<file path="src/hw/rtl/rau_pkg.sv">
// ----------------------------------------------------------------------------
// rau_pkg: shared definitions for the rational arithmetic unit
// Operation codes, controller commands, status codes and common helpers.
// ----------------------------------------------------------------------------
package rau_pkg;

    localparam int INT_W = 32;
    localparam int DW    = 2 * INT_W;
    localparam int CW    = $clog2(DW);

    localparam logic [DW-1:0] LIM = DW'(1) << (INT_W - 1);

    localparam logic [2:0] OP_ADD = 3'd0;
    localparam logic [2:0] OP_SUB = 3'd1;
    localparam logic [2:0] OP_MUL = 3'd2;
    localparam logic [2:0] OP_DIV = 3'd3;
    localparam logic [2:0] OP_REC = 3'd4;
    localparam logic [2:0] OP_CMP = 3'd5;
    localparam logic [2:0] OP_RED = 3'd6;

    localparam logic [1:0] ST_OK   = 2'd0;
    localparam logic [1:0] ST_ZERO = 2'd1;
    localparam logic [1:0] ST_OVF  = 2'd2;

    typedef logic [3:0] t_cmd;
    localparam t_cmd CMD_NONE    = 4'd0;
    localparam t_cmd CMD_LOAD    = 4'd1;
    localparam t_cmd CMD_GCD_DEN = 4'd2;
    localparam t_cmd CMD_DIV_DEN = 4'd3;
    localparam t_cmd CMD_MUL0    = 4'd4;
    localparam t_cmd CMD_MUL1    = 4'd5;
    localparam t_cmd CMD_MUL2    = 4'd6;
    localparam t_cmd CMD_ADD     = 4'd7;
    localparam t_cmd CMD_GCD_RES = 4'd8;
    localparam t_cmd CMD_DIV_RES = 4'd9;
    localparam t_cmd CMD_TAKE_Q  = 4'd10;
    localparam t_cmd CMD_FINISH  = 4'd11;

    typedef struct packed {
        logic err;
        logic is_cmp;
        logic is_addsub;
        logic is_muldiv;
        logic x_zero;
        logic gcd_done;
        logic div_done;
    } t_sts;

    function automatic logic [INT_W-1:0] mag_of(input logic [INT_W-1:0] v);
        mag_of = v[INT_W-1] ? (~v + INT_W'(1)) : v;
    endfunction

endpackage

</file>
<file path="src/hw/rtl/rau_ctrl.sv">
// ----------------------------------------------------------------------------
// rau_ctrl: sequencer of the rational arithmetic unit
// Steps the datapath through multiply, GCD and divide phases per request.
// ----------------------------------------------------------------------------
module rau_ctrl (
    input  logic           i_clk,
    input  logic           i_rst_n,
    input  logic           i_s_tvalid,
    input  logic           i_m_tready,
    input  rau_pkg::t_sts  i_sts,
    output logic           o_s_tready,
    output logic           o_m_tvalid,
    output rau_pkg::t_cmd  o_cmd
);

    localparam logic [3:0] S_IDLE  = 4'd0;
    localparam logic [3:0] S_CHECK = 4'd1;
    localparam logic [3:0] S_G1S   = 4'd2;
    localparam logic [3:0] S_G1W   = 4'd3;
    localparam logic [3:0] S_D1S   = 4'd4;
    localparam logic [3:0] S_D1W   = 4'd5;
    localparam logic [3:0] S_M0    = 4'd6;
    localparam logic [3:0] S_M1    = 4'd7;
    localparam logic [3:0] S_M2    = 4'd8;
    localparam logic [3:0] S_ADD   = 4'd9;
    localparam logic [3:0] S_ZCHK  = 4'd10;
    localparam logic [3:0] S_G2S   = 4'd11;
    localparam logic [3:0] S_G2W   = 4'd12;
    localparam logic [3:0] S_D2S   = 4'd13;
    localparam logic [3:0] S_D2W   = 4'd14;
    localparam logic [3:0] S_FIN   = 4'd15;

    logic [3:0] r_state;
    logic [3:0] n_state;
    logic       r_ovalid;
    logic       n_ovalid;
    logic       w_out_free;

    assign w_out_free = !r_ovalid || i_m_tready;

    always_comb begin
        n_state  = r_state;
        n_ovalid = r_ovalid && !i_m_tready;
        o_cmd    = rau_pkg::CMD_NONE;
        case (r_state)
            S_IDLE: begin
                if (i_s_tvalid) begin
                    o_cmd   = rau_pkg::CMD_LOAD;
                    n_state = S_CHECK;
                end
            end
            S_CHECK: begin
                if (i_sts.err) begin
                    n_state = S_FIN;
                end else if (i_sts.is_addsub) begin
                    n_state = S_G1S;
                end else if (i_sts.is_cmp || i_sts.is_muldiv) begin
                    n_state = S_M0;
                end else begin
                    n_state = S_ZCHK;
                end
            end
            S_G1S: begin
                o_cmd   = rau_pkg::CMD_GCD_DEN;
                n_state = S_G1W;
            end
            S_G1W: begin
                if (i_sts.gcd_done) begin
                    n_state = S_D1S;
                end
            end
            S_D1S: begin
                o_cmd   = rau_pkg::CMD_DIV_DEN;
                n_state = S_D1W;
            end
            S_D1W: begin
                if (i_sts.div_done) begin
                    n_state = S_M0;
                end
            end
            S_M0: begin
                o_cmd   = rau_pkg::CMD_MUL0;
                n_state = S_M1;
            end
            S_M1: begin
                o_cmd = rau_pkg::CMD_MUL1;
                if (i_sts.is_addsub) begin
                    n_state = S_M2;
                end else if (i_sts.is_cmp) begin
                    n_state = S_FIN;
                end else begin
                    n_state = S_ZCHK;
                end
            end
            S_M2: begin
                o_cmd   = rau_pkg::CMD_MUL2;
                n_state = S_ADD;
            end
            S_ADD: begin
                o_cmd   = rau_pkg::CMD_ADD;
                n_state = S_ZCHK;
            end
            S_ZCHK: begin
                n_state = i_sts.x_zero ? S_FIN : S_G2S;
            end
            S_G2S: begin
                o_cmd   = rau_pkg::CMD_GCD_RES;
                n_state = S_G2W;
            end
            S_G2W: begin
                if (i_sts.gcd_done) begin
                    n_state = S_D2S;
                end
            end
            S_D2S: begin
                o_cmd   = rau_pkg::CMD_DIV_RES;
                n_state = S_D2W;
            end
            S_D2W: begin
                o_cmd = rau_pkg::CMD_TAKE_Q;
                if (i_sts.div_done) begin
                    n_state = S_FIN;
                end
            end
            S_FIN: begin
                // The result register is only overwritten once it is free.
                if (w_out_free) begin
                    o_cmd    = rau_pkg::CMD_FINISH;
                    n_ovalid = 1'b1;
                    n_state  = S_IDLE;
                end
            end
            default: begin
                n_state = S_IDLE;
            end
        endcase
    end

    always_ff @(posedge i_clk) begin
        if (!i_rst_n) begin
            r_state  <= S_IDLE;
            r_ovalid <= 1'b0;
        end else begin
            r_state  <= n_state;
            r_ovalid <= n_ovalid;
        end
    end

    assign o_s_tready = (r_state == S_IDLE);
    assign o_m_tvalid = r_ovalid;

    assert property (@(posedge i_clk) disable iff (!i_rst_n)
        (r_state == S_IDLE && i_s_tvalid) |=> r_state == S_CHECK)
        else $error("accepted request not started");
    assert property (@(posedge i_clk) disable iff (!i_rst_n)
        $rose(r_ovalid) |-> $past(r_state) == S_FIN)
        else $error("result raised outside finish");
    assert property (@(posedge i_clk) disable iff (!i_rst_n)
        (r_state == S_FIN && r_ovalid && !i_m_tready) |=> r_state == S_FIN)
        else $error("pending result overwritten");

endmodule

</file>
<file path="config.mk">
export PLATFORM = sky130hd
export DESIGN_NAME = rau_ctrl
export DESIGN_NICKNAME = d
export VERILOG_FILES = /design/src/hw/rtl/rau_pkg.sv /design/src/hw/rtl/rau_ctrl.sv
export SDC_FILE = /design/constraint.sdc
export NUM_CORES = 1
export LEC_CHECK = 0
export BUFFER_PORTS_ARGS = -buffer_cell sky130_fd_sc_hd__buf_4
export CORE_UTILIZATION = 35
export CTS_BUF_LIST = sky130_fd_sc_hd__clkbuf_4 sky130_fd_sc_hd__clkbuf_8 sky130_fd_sc_hd__clkbuf_16
export CTS_CLUSTER_SIZE = 14
export DETAILED_ROUTE_END_ITERATION = 10
export GPL_ROUTABILITY_DRIVEN = 0
export SYNTH_ARGS = -nofsm -noshare
export SYNTH_HDL_FRONTEND = slang
export SYNTH_SLANG_ARGS = --single-unit
</file>
<file path="constraint.sdc">
create_clock -name i_clk -period 1.6 [get_ports i_clk]
set_input_delay 0.08 -clock i_clk [delete_from_list [all_inputs] [get_ports i_clk]]
set_output_delay 0.08 -clock i_clk [all_outputs]
set_load 0.1 [all_outputs]
</file>
# Word-level counts from Yosys, hierarchy flattened
# Cells that the tools add are included.
dict set report op_classes {
  div 0
  shift 0
  bitwise_logic 0
  eq_ne 21
  reduce_logical 7
  addsub 0
  magnitude_cmp 0
  mux 18
  mul 0
}
# operator n
set ops {}
lappend ops {{$pmux W4 S16} 1}
lappend ops {{$pmux W4 S11} 1}
lappend ops {{$mux W4} 10}
lappend ops {{$eq A4 B4 Y1 const B} 8}
lappend ops {{$eq A4 B3 Y1 const B} 4}
lappend ops {{$ne A2 B2 Y1 const B} 6}
lappend ops {{$mux W3} 3}
lappend ops {{$eq A4 B2 Y1 const B} 2}
lappend ops {{$reduce_and A6 Y1} 1}
lappend ops {{$eq A4 B1 Y1 const B} 1}
lappend ops {{$logic_not A4 Y1} 1}
lappend ops {{$mux W1} 3}
lappend ops {{$logic_not A1 Y1} 2}
lappend ops {{$logic_or A1 B1 Y1} 2}
lappend ops {{$logic_and A1 B1 Y1} 1}
dict set report totals {
  ff_bits 5
  inputBits 11
  romBits 0
  ram_bits 0
  latchBits 0
  mem_count 0
  wordCells 48
  output_inout_bits 6
}

# Logic depth before layout (Yosys ltp)
dict set report depth {
  ltp_word 5
  depth_mapped 6
  depth_no_buf 4
}

# Least setup slack after synthesis
# OpenSTA, ideal clock, no wires.
dict set report synth_timing {
  kind {flip-flop to output port}
  from {register r_state[1]}
  to {output o_s_tready}
  arrival_time_ps 3586
  t_required_ps 1520
  stages_incl_launch_ff 4
  setup_slack_ps -2066
  path_buffers 2
  path_cell_list {dfxtp_1 > buf_4 > buf_2 > nor4_1}
}
dict set report synth_via {
  elab_chain_cells 1
}
# element line_no
set synth_lines {}
lappend synth_lines {{from (decl)} rau_ctrl.sv:33} ;# logic [3:0] r_state;
lappend synth_lines {{from (signal assigned)} rau_ctrl.sv:144} ;# r_state <= n_state;
lappend synth_lines {{$logic_not A4 Y1} rau_ctrl.sv:149} ;# assign o_s_tready = (r_state == S_IDLE);
lappend synth_lines {{to (decl)} rau_ctrl.sv:11} ;# output logic o_s_tready,
# Every way passes these cells.

# Final worst setup path
dict set report layout_timing {
  from {register r_state[1]}
  to {output o_cmd[2]}
}
dict set report layout_via {
  elab_chain_cells 2
  word_cells_on_any_way 12
  cone_classes {eq/ne (10); mux (1); reduce/logical (1)}
}
# element line_no
set layout_lines {}
lappend layout_lines {{$eq A4 B4 Y1, or another cell as far along} rau_ctrl.sv:45} ;# case (r_state)
lappend layout_lines {{$pmux W4 S11 *} rau_ctrl.sv:45}
lappend layout_lines {{to (decl)} rau_ctrl.sv:13} ;# output rau_pkg::t_cmd o_cmd
# Mark *: on every way between the ends. The rest lies on a longest branch, timed or not.

==> out/qor.csv <==
stage,metric,value,unit
global_routing,grt_pass1_wl,2810,um
layout,fin_area,957,um^2
cts,cts_tree,done,
cts,clock_sinks,5,
sta,tightest_slew,0.344,ns
cts,htreeDepth,1,
min_path,hold_start,i_rst_n,
floorplanning,start_util,0.395,
cts,cts_made_buffers,3,
global_routing,antenna_found_initial,0,
pwr,cellPowerDensity,2190,mW/mm^2
synthesis,synth_area,623,um^2
floorplanning,die-area,0.00195,mm^2
layout,num_antenna_cells,0,
worst_setup_path,path_class,reg -> out,
layout,layout-drive-gt1-share,0.543,
sta,holdWs,0.134,ns
layout,fill_cells,164,
cts,cts.clk_slew.worst_paths,0.05,ns
sta,min_period,1.54,ns
layout,syn2layout_area_growth,53.6,%
place,numPortBuffers,16,
worst_setup_path,crit_fanout,13,
job,cap_violations,0,
synthesis,post-synth-top-count-cell,nor2_1,
routing,drt-initial-drc-count,17,
routing,avgViaCountPerCell,5.84,
pwr,clockPowerShare,0.082,
worst_setup_path,cp-startpoint,r_state[1],
sta,fmax,650,MHz
worst_setup_path,required,1.52,ns
global_routing,grt_pass1_vias,615,
pwr,combPwrFrac,0.758,
global_routing,grt_overflow,0,
routing,drcViolationCount,0,
worst_setup_path,arrival,1.46,ns
routing,vias,707,
sta,finClkSkew,0.00233,ns
pwr,peakVddDrop,1340,uV
synthesis,ys_top_cells_by_area,"dfxtp_1 (16%), nor2_1 (4.2%), o311ai_4 (4.2%)",
synthesis,synth_cells,79,
sta,tns,0,ns
min_path,min_path_type,in -> reg,
sta,setup_viol,0,
floorplanning,die_height,44.2,um
synthesis,synth.distinct_cells,38,
synthesis,synth_top_area_frac,0.161,
routing,ant_nets,0,
routing,wl_per_cell,14.5,um
synthesis,ys.warnings.count,0,
floorplanning,ios,17,
pwr,internal_power,0.921,mW
routing,firstDrtPassIters,6,
place,dpl_worst_slack,-0.000528,ns
synthesis,ys_ff_latch,5,
pwr,power,2.10,mW
worst_setup_path,ff2ff_setup_slack,0.15,ns
pwr,p_sw,1.18,mW
sta,maxSlewHeadroom,0.770,
synthesis,ys.flop_type,dfxtp_1,
sta,final_max_slew_viol_count,0,
synthesis,syn_avg_cell_area,7.89,um^2
place,dp_hpwl,1300,um
floorplanning,rows,14,
pwr,power_frac_seq,0.161,
cts,clk_path_buf_depth,2,
global_routing,grt_max_degree,19,
status,status,"complete, no violations",
worst_setup_path,rr_startpoint,r_state[3],
pwr,p_leak,0.405,nW
place,postPlaceCellArea,876,um^2
synthesis,ys_seq_area_frac,0.161,
sta,period_share,0.961,
sta,finalHoldViolCount,0,
sta,rsz0062_at_grt,false,
layout,fin_nets,117,
synthesis,syn_nets,90,
worst_setup_path,worstSetupStartpointType,flop,
floorplanning,placeableCoreArea,0.00158,mm^2
global_routing,grtUsageTotal,0.198,
synthesis,synth_top_area_cell,dfxtp_1,
cts,clockRootBuffer,clkbuf_4,
synthesis,synth_edf_count,0,
floorplanning,chipWidth,44.2,um
worst_setup_path,end_kind,output port,
synthesis,ys_async_sr_fraction,0,
synthesis,synth_commonest_cells,"nor2_1 (7), inv_1 (6), nand2_1 (6)",
pwr,swShare,0.561,
routing,wl,1760,um
cts,clock_latency,0.25,ns
sta,setup_slack,0.0625,ns
-- layout by cell type (no fill, tap or decap), types with 2 or more instances in the layout --
master and instances:
nand2_1 6, nor2b_1 2, dfxtp_4 4, a31oi_2 2, nand3_1 2, mux2i_1 2
inv_1 6, o2111a_1 2, a211oi_1 2, buf_4 28, clkbuf_4 4, nor2_1 7
a32oi_1 2, o21ai_2 2, a21oi_1 4, nor3_1 3
-- power by group through the flow --
stage	Combinational (mW)	Clock [mW]	Sequential, mW
2_1_floorplan	1.37	0	0.196
3_3_place_gp	1.47	0	0.322
3_5_place_dp	1.48	0	0.322
4_1_cts	1.50	0.179	0.331
5_1_grt	1.67	0.186	0.352
6_report	1.59	0.171	0.337
-- path summary, 6_finish.rpt --
| check | depth (start not counted) | end |
|---|---|---|
| setup / recovery | 3 | o_cmd[2] |
| hold / removal | 3 | r_state[2] |
| setup reg to reg | 5 | r_state[0] |
| hold reg to reg | 2 | r_state[2] |
-- metrics by stage --
step	std cells	utilization
after floorplan	79	-
after global placement	116	0.556
after detailed placement	116	0.556
after CTS	120	0.584
after global routing	121	0.607
final	121	0.607
-- critical path: stages, from the launching register on --
cell and delay, ns:
dfxtp_2 0.47, buf_4 0.18, mux2_2 0.32, buf_4 0.23
-- registers in the layout (all words and copies together), names as in the netlist --
signal and cells:
o_m_tvalid 1, r_state 4
-- cell families after synthesis --
| kind of cell | share of synthesized area |
|---|---|
| simple gates | 0.297 |
| compound gates | 0.367 |
| buf+inv | 0.124 |
| flops | 0.161 |
| mux | 0.0502 |
-- final cells by class --
| type | instances | area (um^2) | share of cell area |
|---|---|---|---|
| Multi-Input combinational cell | 60 | 527 | 0.550 |
| Timing Repair Buffer | 30 | 241 | 0.252 |
| Sequential cell | 5 | 116 | 0.122 |
| Clock buffer | 4 | 30.0 | 0.0314 |
| Inverter | 6 | 22.5 | 0.0235 |
| Tap cell | 16 | 20.0 | 0.0209 |
-- timing repair --
action                                  CTS  global route
hold endpoints to repair                  0             0
gates resized for setup                   6             6
buffers inserted                          0             1
hold buffers                              0             0
endpoints found under the setup margin    5             3
-- layer usage --
| metal | vias up | GRT usage | wire length [um] |
|---|---|---|---|
| met3 | 0 | 0.0612 | 83 |
| met2 | 19 | 0.329 | 871 |
| li1 | 346 | - | - |
| met1 | 342 | 0.248 | 805 |
| met5 | - | 0 | 0 |
| met4 | 0 | 0.0485 | 0 |
Note: power is estimated with default switching activity, not from simulation.
